## src/hdl/stb_pkg.sv

```systemverilog
// ----------------------------------------------------------------------------
// stb_pkg
// Types and constants shared by the slot table block allocator.
// ----------------------------------------------------------------------------
package stb_pkg;

    localparam int OPCODE_W = 2;
    localparam int STATUS_W = 2;
    localparam int SIZE_W   = 24;
    localparam int ADDR_W   = 32;
    localparam int INDEX_W  = 5;

    // command queue between front and engine
    localparam int CQ_DEPTH = 2;
    localparam int CQ_PTR_W = $clog2(CQ_DEPTH);
    localparam int CQ_CNT_W = $clog2(CQ_DEPTH + 1);

    typedef enum logic [OPCODE_W-1:0] {
        OP_ALLOC = 2'd0,
        OP_FREE  = 2'd1,
        OP_QUERY = 2'd2
    } t_opcode;

    typedef enum logic [STATUS_W-1:0] {
        ST_OK        = 2'd0,
        ST_NO_SLOT   = 2'd1,
        ST_NOT_FOUND = 2'd2
    } t_status;

    typedef enum logic [1:0] {
        CMD_ALLOC,
        CMD_FREE,
        CMD_QUERY,
        CMD_REJECT
    } t_cmd_kind;

    typedef struct packed {
        t_cmd_kind           kind;
        t_status             rej_status;
        logic [SIZE_W-1:0]   req_size;
        logic [ADDR_W-1:0]   block_addr;
    } t_cmd;

    typedef struct packed {
        logic [SIZE_W-1:0]   size;
        logic [ADDR_W-1:0]   offset;
    } t_slot_word;

    typedef enum logic [1:0] {
        ENG_IDLE,
        ENG_SCAN,
        ENG_FREE_NEXT
    } t_eng_state;

endpackage

```

## src/hdl/stb_req_if.sv

```systemverilog
// ----------------------------------------------------------------------------
// stb_req_if
// Request channel: opcode, requested size and block address.
// ----------------------------------------------------------------------------
interface stb_req_if;
    import stb_pkg::*;

    logic                valid;
    logic                ready;
    logic [OPCODE_W-1:0] opcode;
    logic [SIZE_W-1:0]   req_size;
    logic [ADDR_W-1:0]   block_addr;

    modport source (output valid, output opcode, output req_size, output block_addr,
                    input ready);
    modport sink   (input valid, input opcode, input req_size, input block_addr,
                    output ready);
endinterface

```

## src/hdl/stb_rsp_if.sv

```systemverilog
// ----------------------------------------------------------------------------
// stb_rsp_if
// Response channel: status, block address, slot size and slot index.
// ----------------------------------------------------------------------------
interface stb_rsp_if;
    import stb_pkg::*;

    logic                valid;
    logic                ready;
    logic [STATUS_W-1:0] status;
    logic [ADDR_W-1:0]   result_addr;
    logic [SIZE_W-1:0]   result_size;
    logic [INDEX_W-1:0]  slot_index;

    modport source (output valid, output status, output result_addr, output result_size,
                    output slot_index, input ready);
    modport sink   (input valid, input status, input result_addr, input result_size,
                    input slot_index, output ready);
endinterface

```

## src/hdl/stb_cfg_if.sv

```systemverilog
// ----------------------------------------------------------------------------
// stb_cfg_if
// Configuration write channel for the pool base address.
// ----------------------------------------------------------------------------
interface stb_cfg_if;
    import stb_pkg::*;

    logic              valid;
    logic              ready;
    logic [ADDR_W-1:0] data;

    modport source (output valid, output data, input ready);
    modport sink   (input valid, input data, output ready);
endinterface

```

## src/hdl/slot_table_block_allocator.sv

```systemverilog
// ----------------------------------------------------------------------------
// slot_table_block_allocator
// Allocates, frees and looks up blocks in a pool described by a table of
// SLOTS slots laid out back to back from the pool base. Allocate takes the
// first free slot large enough or claims the first never-used slot; free and
// query find an in-use slot by address. Each request gives one response.
// Requests are taken into a two-entry command queue while the engine works,
// so the request side keeps moving while a response waits. A rejected
// request (zero size, null address, unknown opcode) is answered from the idle
// state without a scan. Allocate, free and query walk the slot table memory at
// one slot per cycle through its single read port; a free of any slot but the
// last also passes through the free-next state to check the slot behind it. Write
// pool_base only while idle.
// ----------------------------------------------------------------------------
module slot_table_block_allocator #(
    parameter int SLOTS = 32
) (
    input  logic       i_clk,
    input  logic       i_rst_n,
    stb_cfg_if.sink    i_cfg,
    stb_req_if.sink    i_req,
    stb_rsp_if.source  o_rsp
);
    import stb_pkg::*;

    logic [ADDR_W-1:0] r_pool_base;
    t_cmd              push_cmd;
    t_cmd              head_cmd;
    logic              fifo_push;
    logic              fifo_full;
    logic              fifo_empty;
    logic              cmd_pop;

    assign i_cfg.ready = 1'b1;

    always_ff @(posedge i_clk) begin
        if (!i_rst_n) begin
            r_pool_base <= '0;
        end else if (i_cfg.valid) begin
            r_pool_base <= i_cfg.data;
        end
    end

    stb_front u_front (
        .i_req  (i_req),
        .i_full (fifo_full),
        .o_push (fifo_push),
        .o_cmd  (push_cmd)
    );

    stb_cmd_fifo u_fifo (
        .i_clk   (i_clk),
        .i_rst_n (i_rst_n),
        .i_push  (fifo_push),
        .i_cmd   (push_cmd),
        .o_full  (fifo_full),
        .i_pop   (cmd_pop),
        .o_cmd   (head_cmd),
        .o_empty (fifo_empty)
    );

    stb_engine #(
        .SLOTS (SLOTS)
    ) u_engine (
        .i_clk       (i_clk),
        .i_rst_n     (i_rst_n),
        .i_cmd       (head_cmd),
        .i_cmd_valid (!fifo_empty),
        .o_cmd_pop   (cmd_pop),
        .i_pool_base (r_pool_base),
        .o_rsp       (o_rsp)
    );

    a_no_push_full: assert property (@(posedge i_clk) disable iff (!i_rst_n)
        fifo_push |-> !fifo_full)
        else $error("command pushed into a full queue");

    a_no_pop_empty: assert property (@(posedge i_clk) disable iff (!i_rst_n)
        cmd_pop |-> !fifo_empty)
        else $error("command popped from an empty queue");

    a_fail_zero: assert property (@(posedge i_clk) disable iff (!i_rst_n)
        (o_rsp.valid && o_rsp.status != ST_OK) |->
            (o_rsp.result_addr == '0 && o_rsp.result_size == '0 && o_rsp.slot_index == '0))
        else $error("failure response carries nonzero fields");

endmodule

```

## src/hdl/stb_front.sv

```systemverilog
// ----------------------------------------------------------------------------
// stb_front
// Accepts requests and classifies them into engine commands; requests that
// need no table scan are turned into reject commands here.
// ----------------------------------------------------------------------------
module stb_front (
    stb_req_if.sink        i_req,
    input  logic           i_full,
    output logic           o_push,
    output stb_pkg::t_cmd  o_cmd
);
    import stb_pkg::*;

    assign i_req.ready = !i_full;
    assign o_push      = i_req.valid && !i_full;

    always_comb begin
        o_cmd.kind       = CMD_REJECT;
        o_cmd.rej_status = ST_NOT_FOUND;
        o_cmd.req_size   = i_req.req_size;
        o_cmd.block_addr = i_req.block_addr;
        priority if (i_req.opcode == OP_ALLOC) begin
            if (i_req.req_size == '0) begin
                o_cmd.rej_status = ST_NO_SLOT;
            end else begin
                o_cmd.kind = CMD_ALLOC;
            end
        end else if (i_req.opcode == OP_FREE || i_req.opcode == OP_QUERY) begin
            // null address never matches
            if (i_req.block_addr != '0) begin
                o_cmd.kind = (i_req.opcode == OP_FREE) ? CMD_FREE : CMD_QUERY;
            end
        end else begin
            o_cmd.kind = CMD_REJECT;
        end
    end

endmodule

```

## src/hdl/stb_cmd_fifo.sv

```systemverilog
// ----------------------------------------------------------------------------
// stb_cmd_fifo
// Short command queue between the front and the engine.
// ----------------------------------------------------------------------------
module stb_cmd_fifo (
    input  logic           i_clk,
    input  logic           i_rst_n,
    input  logic           i_push,
    input  stb_pkg::t_cmd  i_cmd,
    output logic           o_full,
    input  logic           i_pop,
    output stb_pkg::t_cmd  o_cmd,
    output logic           o_empty
);
    import stb_pkg::*;

    t_cmd                r_mem [CQ_DEPTH];
    logic [CQ_PTR_W-1:0] r_wp;
    logic [CQ_PTR_W-1:0] r_rp;
    logic [CQ_CNT_W-1:0] r_cnt;

    assign o_full  = r_cnt == CQ_CNT_W'(CQ_DEPTH);
    assign o_empty = r_cnt == '0;
    assign o_cmd   = r_mem[r_rp];

    always_ff @(posedge i_clk) begin
        if (!i_rst_n) begin
            r_wp  <= '0;
            r_rp  <= '0;
            r_cnt <= '0;
        end else begin
            if (i_push) begin
                r_wp <= r_wp + CQ_PTR_W'(1);
            end
            if (i_pop) begin
                r_rp <= r_rp + CQ_PTR_W'(1);
            end
            if (i_push && !i_pop) begin
                r_cnt <= r_cnt + CQ_CNT_W'(1);
            end else if (i_pop && !i_push) begin
                r_cnt <= r_cnt - CQ_CNT_W'(1);
            end
        end
    end

    always_ff @(posedge i_clk) begin
        if (i_push) begin
            r_mem[r_wp] <= i_cmd;
        end
    end

endmodule

```

## src/hdl/stb_engine.sv

```systemverilog
// ----------------------------------------------------------------------------
// stb_engine
// Walks the slot table one slot per cycle for allocate, free and query, and
// holds the result in the output register.
// ----------------------------------------------------------------------------
module stb_engine #(
    parameter int SLOTS = 32
) (
    input  logic                        i_clk,
    input  logic                        i_rst_n,
    input  stb_pkg::t_cmd               i_cmd,
    input  logic                        i_cmd_valid,
    output logic                        o_cmd_pop,
    input  logic [stb_pkg::ADDR_W-1:0]  i_pool_base,
    stb_rsp_if.source                   o_rsp
);
    import stb_pkg::*;

    localparam int IW = $clog2(SLOTS);
    localparam logic [IW-1:0] LAST_IDX = IW'(SLOTS - 1);

    t_eng_state         r_state, n_state;
    t_cmd               r_cmd;
    logic [IW-1:0]      r_idx;
    logic [ADDR_W-1:0]  r_cursor;
    logic [ADDR_W-1:0]  r_hit_off;

    t_slot_word         mem [SLOTS];
    t_slot_word         r_q;
    logic [SLOTS-1:0]   r_in_use;
    logic [SLOTS-1:0]   r_written;

    logic               r_out_valid;
    t_status            r_out_status;
    logic [ADDR_W-1:0]  r_out_addr;
    logic [SIZE_W-1:0]  r_out_size;
    logic [INDEX_W-1:0] r_out_index;

    logic [SIZE_W-1:0]  cur_size;
    logic               cur_used;
    logic               is_last;
    logic [IW-1:0]      nxt_idx;
    logic               out_free;
    logic               start;
    logic               alloc_new;
    logic               alloc_reuse;
    logic               addr_hit;
    logic               scan_hit;
    logic               next_empty;

    logic [IW-1:0]      rd_addr;
    logic               mem_we;
    t_slot_word         wr_data;
    logic               use_set;
    logic               use_clr;
    logic               out_load;
    t_status            ld_status;
    logic [ADDR_W-1:0]  ld_addr;
    logic [SIZE_W-1:0]  ld_size;
    logic [INDEX_W-1:0] ld_index;

    // a slot never written reads as size zero
    assign cur_size    = r_written[r_idx] ? r_q.size : '0;
    assign cur_used    = r_in_use[r_idx];
    assign is_last     = r_idx == LAST_IDX;
    assign nxt_idx     = r_idx + IW'(1);
    assign out_free    = !r_out_valid || o_rsp.ready;
    assign start       = (r_state == ENG_IDLE) && i_cmd_valid && out_free;
    assign alloc_new   = cur_size == '0;
    assign alloc_reuse = !cur_used && (cur_size >= r_cmd.req_size);
    assign addr_hit    = cur_used && ((i_pool_base + r_q.offset) == r_cmd.block_addr);
    assign scan_hit    = (r_cmd.kind == CMD_ALLOC) ? (alloc_new || alloc_reuse) : addr_hit;
    assign next_empty  = !r_written[nxt_idx] || (r_q.size == '0);

    always_comb begin
        n_state = r_state;
        unique case (r_state)
            ENG_IDLE: begin
                if (start && i_cmd.kind != CMD_REJECT) begin
                    n_state = ENG_SCAN;
                end
            end
            ENG_SCAN: begin
                if (scan_hit) begin
                    n_state = (r_cmd.kind == CMD_FREE && !is_last) ? ENG_FREE_NEXT : ENG_IDLE;
                end else if (is_last) begin
                    n_state = ENG_IDLE;
                end
            end
            ENG_FREE_NEXT: n_state = ENG_IDLE;
            default:       n_state = ENG_IDLE;
        endcase
    end

    always_comb begin
        o_cmd_pop      = 1'b0;
        rd_addr        = '0;
        mem_we         = 1'b0;
        wr_data.size   = '0;
        wr_data.offset = r_q.offset;
        use_set        = 1'b0;
        use_clr        = 1'b0;
        out_load       = 1'b0;
        ld_status      = ST_OK;
        ld_addr        = '0;
        ld_size        = '0;
        ld_index       = '0;
        unique case (r_state)
            ENG_IDLE: begin
                if (start) begin
                    o_cmd_pop = 1'b1;
                    if (i_cmd.kind == CMD_REJECT) begin
                        out_load  = 1'b1;
                        ld_status = i_cmd.rej_status;
                    end
                end
            end
            ENG_SCAN: begin
                // prefetch the next slot; a free needs it to decide on the size
                rd_addr = is_last ? r_idx : nxt_idx;
                if (scan_hit) begin
                    unique case (r_cmd.kind)
                        CMD_ALLOC: begin
                            mem_we         = 1'b1;
                            wr_data.size   = alloc_new ? r_cmd.req_size : cur_size;
                            wr_data.offset = r_cursor;
                            use_set        = 1'b1;
                            out_load       = 1'b1;
                            ld_addr        = i_pool_base + r_cursor;
                            ld_size        = alloc_new ? r_cmd.req_size : cur_size;
                            ld_index       = INDEX_W'(r_idx);
                        end
                        CMD_QUERY: begin
                            out_load = 1'b1;
                            ld_addr  = r_cmd.block_addr;
                            ld_size  = cur_size;
                            ld_index = INDEX_W'(r_idx);
                        end
                        CMD_FREE: begin
                            use_clr = 1'b1;
                            if (is_last) begin
                                mem_we   = 1'b1;
                                out_load = 1'b1;
                                ld_index = INDEX_W'(r_idx);
                            end
                        end
                        default: ;
                    endcase
                end else if (is_last) begin
                    out_load  = 1'b1;
                    ld_status = (r_cmd.kind == CMD_ALLOC) ? ST_NO_SLOT : ST_NOT_FOUND;
                end
            end
            ENG_FREE_NEXT: begin
                // forget the size when the following slot was never used
                mem_we         = next_empty;
                wr_data.offset = r_hit_off;
                out_load       = 1'b1;
                ld_index       = INDEX_W'(r_idx);
            end
            default: ;
        endcase
    end

    always_ff @(posedge i_clk) begin
        if (!i_rst_n) begin
            r_state     <= ENG_IDLE;
            r_in_use    <= '0;
            r_written   <= '0;
            r_out_valid <= 1'b0;
        end else begin
            r_state <= n_state;
            if (use_set) begin
                r_in_use[r_idx] <= 1'b1;
            end
            if (use_clr) begin
                r_in_use[r_idx] <= 1'b0;
            end
            if (mem_we) begin
                r_written[r_idx] <= 1'b1;
            end
            if (out_load) begin
                r_out_valid <= 1'b1;
            end else if (o_rsp.ready) begin
                r_out_valid <= 1'b0;
            end
        end
    end

    always_ff @(posedge i_clk) begin
        if (start) begin
            r_cmd    <= i_cmd;
            r_idx    <= '0;
            r_cursor <= '0;
        end else if (r_state == ENG_SCAN && !scan_hit) begin
            r_cursor <= r_cursor + ADDR_W'(cur_size);
            if (!is_last) begin
                r_idx <= nxt_idx;
            end
        end
        if (r_state == ENG_SCAN) begin
            r_hit_off <= r_q.offset;
        end
        if (out_load) begin
            r_out_status <= ld_status;
            r_out_addr   <= ld_addr;
            r_out_size   <= ld_size;
            r_out_index  <= ld_index;
        end
    end

    // slot table memory: one write and one registered read per cycle
    always_ff @(posedge i_clk) begin
        if (mem_we) begin
            mem[r_idx] <= wr_data;
        end
        r_q <= mem[rd_addr];
    end

    assign o_rsp.valid       = r_out_valid;
    assign o_rsp.status      = r_out_status;
    assign o_rsp.result_addr = r_out_addr;
    assign o_rsp.result_size = r_out_size;
    assign o_rsp.slot_index  = r_out_index;

endmodule

```

## src/flat_wrapper.sv

```systemverilog
// flat-port wrapper written by rule: the top's interface ports become plain ports
module slot_table_block_allocator_flat import stb_pkg::*;
#(
    parameter int SLOTS = 32
)
  (i_clk, i_rst_n, i_cfg_valid, i_cfg_data, i_cfg_ready, i_req_valid, i_req_opcode, i_req_req_size, i_req_block_addr, i_req_ready, o_rsp_valid, o_rsp_status, o_rsp_result_addr, o_rsp_result_size, o_rsp_slot_index, o_rsp_ready);
  stb_cfg_if i_cfg_i ();
  stb_req_if i_req_i ();
  stb_rsp_if o_rsp_i ();
  input  logic i_clk;
  input  logic i_rst_n;
  input wire logic [$bits(i_cfg_i.valid)-1:0] i_cfg_valid;
  input wire logic [$bits(i_cfg_i.data)-1:0] i_cfg_data;
  output wire logic [$bits(i_cfg_i.ready)-1:0] i_cfg_ready;
  input wire logic [$bits(i_req_i.valid)-1:0] i_req_valid;
  input wire logic [$bits(i_req_i.opcode)-1:0] i_req_opcode;
  input wire logic [$bits(i_req_i.req_size)-1:0] i_req_req_size;
  input wire logic [$bits(i_req_i.block_addr)-1:0] i_req_block_addr;
  output wire logic [$bits(i_req_i.ready)-1:0] i_req_ready;
  output wire logic [$bits(o_rsp_i.valid)-1:0] o_rsp_valid;
  output wire logic [$bits(o_rsp_i.status)-1:0] o_rsp_status;
  output wire logic [$bits(o_rsp_i.result_addr)-1:0] o_rsp_result_addr;
  output wire logic [$bits(o_rsp_i.result_size)-1:0] o_rsp_result_size;
  output wire logic [$bits(o_rsp_i.slot_index)-1:0] o_rsp_slot_index;
  input wire logic [$bits(o_rsp_i.ready)-1:0] o_rsp_ready;
  assign i_cfg_i.valid = i_cfg_valid;
  assign i_cfg_i.data = i_cfg_data;
  assign i_cfg_ready = i_cfg_i.ready;
  assign i_req_i.valid = i_req_valid;
  assign i_req_i.opcode = i_req_opcode;
  assign i_req_i.req_size = i_req_req_size;
  assign i_req_i.block_addr = i_req_block_addr;
  assign i_req_ready = i_req_i.ready;
  assign o_rsp_valid = o_rsp_i.valid;
  assign o_rsp_status = o_rsp_i.status;
  assign o_rsp_result_addr = o_rsp_i.result_addr;
  assign o_rsp_result_size = o_rsp_i.result_size;
  assign o_rsp_slot_index = o_rsp_i.slot_index;
  assign o_rsp_i.ready = o_rsp_ready;
  slot_table_block_allocator #(.SLOTS(SLOTS)) u_core (.i_clk(i_clk), .i_rst_n(i_rst_n), .i_cfg(i_cfg_i), .i_req(i_req_i), .o_rsp(o_rsp_i));
endmodule
```

## config.mk

```make
export PLATFORM = sky130hd
export DESIGN_NAME = slot_table_block_allocator_flat
export DESIGN_NICKNAME = d
export VERILOG_FILES = /design/src/hdl/stb_pkg.sv /design/src/hdl/stb_req_if.sv /design/src/hdl/stb_rsp_if.sv /design/src/hdl/stb_cfg_if.sv /design/src/hdl/slot_table_block_allocator.sv /design/src/hdl/stb_front.sv /design/src/hdl/stb_cmd_fifo.sv /design/src/hdl/stb_engine.sv /design/src/flat_wrapper.sv
export SDC_FILE = /design/constraint.sdc
export NUM_CORES = 2
export LEC_CHECK = 0
export BUFFER_PORTS_ARGS = -buffer_cell sky130_fd_sc_hd__buf_4
export CAP_MARGIN = 0
export CORE_ASPECT_RATIO = 0.75
export CORE_MARGIN = 2
export CORE_UTILIZATION = 45
export CTS_CLUSTER_DIAMETER = 80
export DETAILED_ROUTE_END_ITERATION = 12
export GPL_ROUTABILITY_DRIVEN = 1
export PLACE_DENSITY = 0.66
export SYNTH_ARGS = -nofsm -noshare
export SYNTH_HDL_FRONTEND = slang
export SYNTH_HIERARCHICAL = 1
export SYNTH_SLANG_ARGS = --single-unit
```

## constraint.sdc

```tcl
create_clock -name i_clk -period 17.7 [get_ports i_clk]
set_clock_uncertainty 0.05 [all_clocks]
set_input_delay 0.885 -clock i_clk [delete_from_list [all_inputs] [get_ports i_clk]]
set_output_delay 0.885 -clock i_clk [all_outputs]
set_load 0.02 [all_outputs]
```

Yosys cells after proc, flatten, opt, wreduce, memory -nomap -nowiden
Memories as Yosys holds them, arrays and structs flattened. A register that Yosys moved wholly into a read port is not among the register bits.
Index checks and enable logic that the tools add are counted.

storage, ports and cells
  input bits = 95
  word-level logic and storage cells = 157
  memories kept = 2
  output and inout bits = 66
  bits in writable memories = 1912
  flip-flop bits (word level) = 293

memory list
  name                 depth  width  read ports  clocked after memory_dff  wr ports  RTL line            RTL
  u_core.u_engine.mem  32     56     1           1                         1         stb_engine.sv:28    t_slot_word mem [SLOTS];
  u_core.u_fifo.r_mem  2      60     1           1                         1         stb_cmd_fifo.sv:17  t_cmd r_mem [CQ_DEPTH];

cells by class
  equality and inequality tests = 13
  $add $sub $neg = 8
  muxes and demuxes = 71
  reduce and logical (&&, ||, !) cells = 37
  magnitude comparators = 4
  bitwise logic cells = 4

operators with widths
  kind                                                                   number
  32-bit case mux with 2 select lines                                    2
  56-bit 2-to-1 mux                                                      2
  32-bit 2-to-1 mux                                                      3
  24-bit zero test                                                       3
  24-bit 2-to-1 mux                                                      3
  32-bit adder                                                           2
  32-bit bitwise OR                                                      2
  24-bit case mux with 2 select lines                                    1
  2-bit 2-to-1 mux                                                       18
  32-bit by 24-bit adder with 32-bit output                              1
  32-bit AND                                                             1
  32-bit == test                                                         1
  32-bit inverter                                                        1
  32-bit nonzero test                                                    1
  1-bit 2-to-1 mux                                                       26
  24-bit >= comparator                                                   1
  5-bit 2-to-1 mux                                                       4
  5-bit case mux with 2 select lines                                     2
  1-bit binary-select mux with 5-bit select                              3
  5-bit by 6-bit < comparator with 1-bit output (second input constant)  2
  1-bit logical AND                                                      11
  2-bit == test (second input constant)                                  5
  1-bit zero test                                                        9
  2-bit zero test                                                        4
  18 further kinds                                                       29

Logic depth before layout (Yosys ltp)
  depth after elaboration = 13
  mapped depth = 25
  gate-level depth less buffers = 21

Hierarchy
The synthesis kept the hierarchy.

by module, submodules not included
  module                      area each (sq um)  times used  cells each  sequential area each (sq um)
  stb_engine                  86549.3            1           4965        61609.1
  stb_cmd_fifo                4548.1             1           209         3703.6
  slot_table_block_allocator  1258.7             1           106         640.6
  stb_front                   630.6              1           88          0.0

Least setup slack after synthesis
OpenSTA, ideal clock, no wires.

  path type = register -> register
  from = register u_core.u_engine.r_idx[1]
  to = memory u_core/u_engine/mem[15][0] (netlist name), enable pin
  slack = 9384 ps
  buffers on the path = 4
  clock period less this slack = 8316 ps
  data required time = 17109 ps
  setup time = 541 ps
  stages on the path, launching flop included = 22
  arrival = 7725 ps
  cell sequence = dfxtp_1 > buf_6 > buf_6 > mux2_2 > a221oi_1 > o221ai_1 > and2_1 > buf_6 > clkbuf_1 > nand2_1 > inv_1 > ha_1 > o21a_1 > o21a_1 > o2111ai_1 > or2_2 > a311oi_1 > a21oi_4 > nor2b_1 > o2111ai_1 > a2bb2oi_2 > nor3_1

between the ends
  longest elaborated chain between the ends = 11
  elaborated cells between the ends (all ways) = 24
  those cells by class = add/sub: 1; order compare: 1; eq/ne: 1; mux: 14; reduce/logical: 7

ends and longest elaborated chain
  element                                    RTL line           RTL
  start, declared                            stb_engine.sv:24   logic [IW-1:0] r_idx;
  start signal, assigned                     stb_engine.sv:198  r_idx <= nxt_idx;
  1-bit binary-select mux with 5-bit select  stb_engine.sv:63   assign cur_size = r_written[r_idx] ? r_q.size : '0;
  1-bit 2-to-1 mux (not written as such)     stb_engine.sv:63
  24-bit 2-to-1 mux                          stb_engine.sv:63
  24-bit >= comparator                       stb_engine.sv:70   assign alloc_reuse = !cur_used && (cur_size >= r_cmd.req_size);
  1-bit logical AND                          stb_engine.sv:70
  1-bit logical OR                           stb_engine.sv:72   assign scan_hit = (r_cmd.kind == CMD_ALLOC) ? (alloc_new || alloc_reuse) : addr_hit;
  1-bit 2-to-1 mux                           stb_engine.sv:72
  1-bit 2-to-1 mux                           stb_engine.sv:121  if (scan_hit) begin
  1-bit case mux with 2 select lines         stb_engine.sv:108  unique case (r_state)
  1-bit 2-to-1 mux                           stb_engine.sv:214  if (mem_we) begin
  1-bit 2-to-1 mux (not written as such)     stb_engine.sv:215  mem[r_idx] <= wr_data;
  end, declared                              stb_engine.sv:28

Parallel ways exist; a longest one is shown, timed or not. The select of a mux whose other input is x is not followed.

Worst setup path in the final report
  from = register u_core.u_engine.r_idx[3]
  to = memory u_core/u_engine/mem[29][51] (netlist name), enable pin

The elaborated chain is that of the path after synthesis.

==> reports/summary.txt <==
Core ar. -> 205000 um^2
Area share of fa/ha/maj cells after synthesis -> 1.73%
Top cell type's share of synthesized area -> 66.7%
WP data arrival -> 8440 ps
Fin crit share -> 45.4%
Final WL -> 247000 um
Yosys warns -> 6
Clock sinks -> 2262
Setup Total Neg Slack -> 0 ps
Simple-gate share of the synthesized area -> 5.13%
Most area-consuming cells after synthesis -> edfxtp_1 (67%), mux4_2 (12%), dfxtp_1 (4.2%)
Area leader, netlist -> edfxtp_1
Area fraction in compound gates after synthesis -> 5.02%
Post-synth EDFFs -> 2065
Logic gate share of total power -> 17.5%
Die Span Y -> 398 um
H-tree depth -> 4
Ratio of cells with drive above 1 in the final layout -> 22.2%
Slew @ Worst Pin -> 1410 ps
Vias per cell -> 6.05
First-pass GRT wire length -> 356000 um
Hold path start -> i_req_block_addr[6]
Clock Power Share -> 33.2%
Placed Cells -> 8013
IO Pins -> 161
Number of global-route vias before repair -> 49468
HP Class -> input port to register
Syn Inst Count -> 5368
Worst-path fanout max -> 42
Setup crit start kind -> register
Clock insertion delay at the later pin of the skew report -> 860 ps
Largest family of logic cells by synthesized area -> multiplexers
Slew Limit Fails -> 0
Worst path max stage delay -> 790 ps
# rows -> 144
Syn_area_per_cell -> 17.3 um^2
Multiplexer area fraction after synthesis -> 14.1%
Starting Density -> 45.3%
Maximum vdd drop -> 0.0887 mV
CTS tree -> yes
CP Data Required Time -> 18110 ps
Sequential share of power -> 49.3%
Antenna Nets Post-Route -> 0
Die Wd -> 529 um
Ys async rst share -> 0%
Post-synthesis sequential area ratio -> 70.9%
Remaining DRCs -> 0
CP endpoint kind -> register
Ys flop type -> edfxtp_1
Mapped Area -> 93000 um^2
Setup Fix Bufs, Post-CTS -> 0
GP Congestion -> 0.975
Inserted Clock Buffers -> 204
Reg-to-reg startpoint -> u_core/u_engine/r_idx[3]$_SDFFE_PP0P_
PortBufs -> 159
CP startpoint -> u_core/u_engine/r_idx[3]$_SDFFE_PP0P_
Mapped Nets -> 5589
NumNets Final -> 5739
Routed vias -> 50733
Max Fclk -> 125 MHz
Floorplan die area -> 210000 um^2
Worst Hold Depth -> 1
PostCTS Resize Cnt -> 0
Post-layout util -> 50.7%
Clk pin slew, worst setup/hold paths -> 70 ps
Max_slew headroom -> 5.83%
Switch share -> 27.6%
Initial antenna violation count -> 11
Final setup violation count -> 0
Cell Chain, Critical Path -> buf_4 -> nor2b_1 -> a221oi_1 -> o221ai_1 -> and2_1 -> buf_4 -> nand2_1 -> ha_1 -> nand2b_1 -> a211oi_1 -> o21a_1 -> or2_2 -> a311oi_1 -> a21oi_4 -> nor2b_1 -> o2111ai_1 -> a2bb2oi_4 -> buf_4 -> nor2_4 -> buf_4
PD cells -> 129 nW/um^2
Switch Pwr -> 0.00372 W
DRT iter0 DRCs -> 6286
Status -> completed
Hold Fails Final Rpt -> 0
Grt total ovfl -> 0
Total track usage -> 23.3%
Pint -> 0.00974 W
N_diodes -> 0
Synthesized flop and latch total -> 2262
DP Wirelength -> 158000 um
Minimum clock period -> 8030 ps
Area grow syn2layout -> 11.9%
Critical path class -> register to register
Largest net degree at the start of global routing -> 88
Post-CTS Hold Buffers -> 0
CTS Root Cell -> clkbuf_16
Layout Cells excl Fill -> 8383
Worst R2R Path Depth -> 20
Drt wl/cell -> 29.4 um
Critical Path Most Common Cell -> buf_4
Max Buffers Root-to-Sink -> 4
XOR/XNOR share of the synthesized area -> 0.938%
Pre-antenna DRT Iters -> 5
Leak -> 34.7 nW
Distinct cells, synth -> 89
MaxCap Viol Count -> 0
RSZ-0062 raised after global routing -> false
Slowest cell on the critical path -> buf_4
power by group through the flow:
stage | registers (W) | logic (W) | clock network (W)
2_1_floorplan | 0.00664 | 0.00149 | 0
3_3_place_gp | 0.00674 | 0.00231 | 0
3_5_place_dp | 0.00675 | 0.00233 | 0
4_1_cts | 0.00663 | 0.00234 | 0.00453
5_1_grt | 0.00664 | 0.00251 | 0.00473
6_report | 0.00663 | 0.00236 | 0.00446
Yosys cell counts, drive strengths merged, types with 9 or more instances:
| cell type | number |
|---|---|
| o21ai | 211 |
| and4 | 10 |
| mux2i | 66 |
| o31ai | 9 |
| a31oi | 29 |
| mux2 | 79 |
| nor2 | 399 |
| nand3 | 95 |
| a22o | 67 |
| xor2 | 33 |
| buf | 147 |
| or3 | 13 |
| nor2b | 61 |
| nand2b | 18 |
| nor4 | 34 |
| mux4 | 514 |
| ha | 123 |
| nor3 | 28 |
| nand4 | 24 |
| a211oi | 13 |
| dfxtp | 197 |
| a21boi | 9 |
| o211ai | 15 |
| a21o | 32 |
| inv | 91 |
| and2 | 17 |
| nand2 | 332 |
| a21oi | 168 |
| a41oi | 18 |
| edfxtp | 2065 |
| or2 | 9 |
| xnor2 | 64 |
| clkbuf | 193 |
| a221oi | 18 |
| o22ai | 9 |
| and3 | 15 |
| o21a | 56 |
cell families after synthesis:
| logic type | after synthesis |
|---|---|
| AOI/OAI and AO/OA | 720 |
| xor gates and xnor gates | 98 |
| adders and majority gates | 127 |
| buffers and inverters | 432 |
| DFF | 2262 |
| muxes | 659 |
| other | 1 |
| and+or+nand+nor | 1069 |
worst max-delay path, delay by kind of cell (launching register included):
kind / cells / cell delay, ps
flops: 1 / 650
simple gates: 7 / 2520
compound gates: 8 / 1900
fa+ha+maj: 1 / 320
buf+inv: 4 / 2050
cell usage in the layout (no fill, tap or decap), types with 67 or more instances in the layout:
cell type,n
buf_4,281
nor2_1,365
o21ai_0,207
clkbuf_16,206
nand2_1,331
ha_1,121
mux2_2,74
a22o_1,67
inv_1,90
dfxtp_1,195
mux4_2,514
edfxtp_1,2065
nand3_1,94
a21oi_1,143
final timing paths:
check,slack (ps),end
max,9670,u_core/u_engine/mem[29][51]$_DFFE_PP_
min,170,u_core/u_fifo/r_mem[0][6]$_DFFE_PP_
max reg2reg,9670,u_core/u_engine/mem[29][51]$_DFFE_PP_
min reg2reg,420,u_core/u_engine/r_hit_off[21]$_DFFE_PP_
state kept, by name, indices dropped and copies added, names as in the netlist, 24 cells and up, named ones only:
register                           count
u_core/r_pool_base                    32
u_core/u_engine/o_rsp.result_addr     32
u_core/u_engine/mem                 1792
u_core/u_engine/r_cursor              32
u_core/u_engine/r_in_use              32
u_core/u_engine/r_hit_off             32
u_core/u_engine/r_written             32
u_core/u_fifo/r_mem                  120
u_core/u_engine/o_rsp.result_size     24
u_core/u_engine/r_cmd                 58
u_core/u_engine/r_q                   56
per-stage QoR:
step | power, W | hold slack, ps | cell area [um^2] | setup WS [ps]
after global routing | 0.0139 | 135 | 104000 | 9220
after global placement | 0.00905 | 397 | 97400 | 9920
after CTS | 0.0135 | 123 | 104000 | 9790
after floorplan | 0.00813 | 385 | 93000 | 9380
after detailed placement | 0.00908 | 395 | 97400 | 9810
final | 0.0135 | 172 | 104000 | 9670
cell type report:
| class | count | area, um^2 |
|---|---|---|
| Timing Repair Buffer | 284 | 2170 |
| Clock buffer | 272 | 5550 |
| Fill cell | 16538 | 101000 |
| Sequential cell | 2262 | 66000 |
| Multi-Input combinational cell | 2674 | 25600 |
| Tap cell | 2701 | 3380 |
| Inverter | 92 | 345 |
| Clock inverter | 98 | 1070 |
per-layer routing:
layer  vias to the layer above  part of all wire, %  GRT usage, %  routed length [um]
met5                         -                    0             0                   0
met2                      2264                   45          34.6              110000
met1                     26696                   43          34.8              107000
met3                       268                   10          6.20               24700
li1                      21505                    -             -                   -
met4                         0                  1.9          4.50                4610
Note: power is estimated with default switching activity, not from simulation.
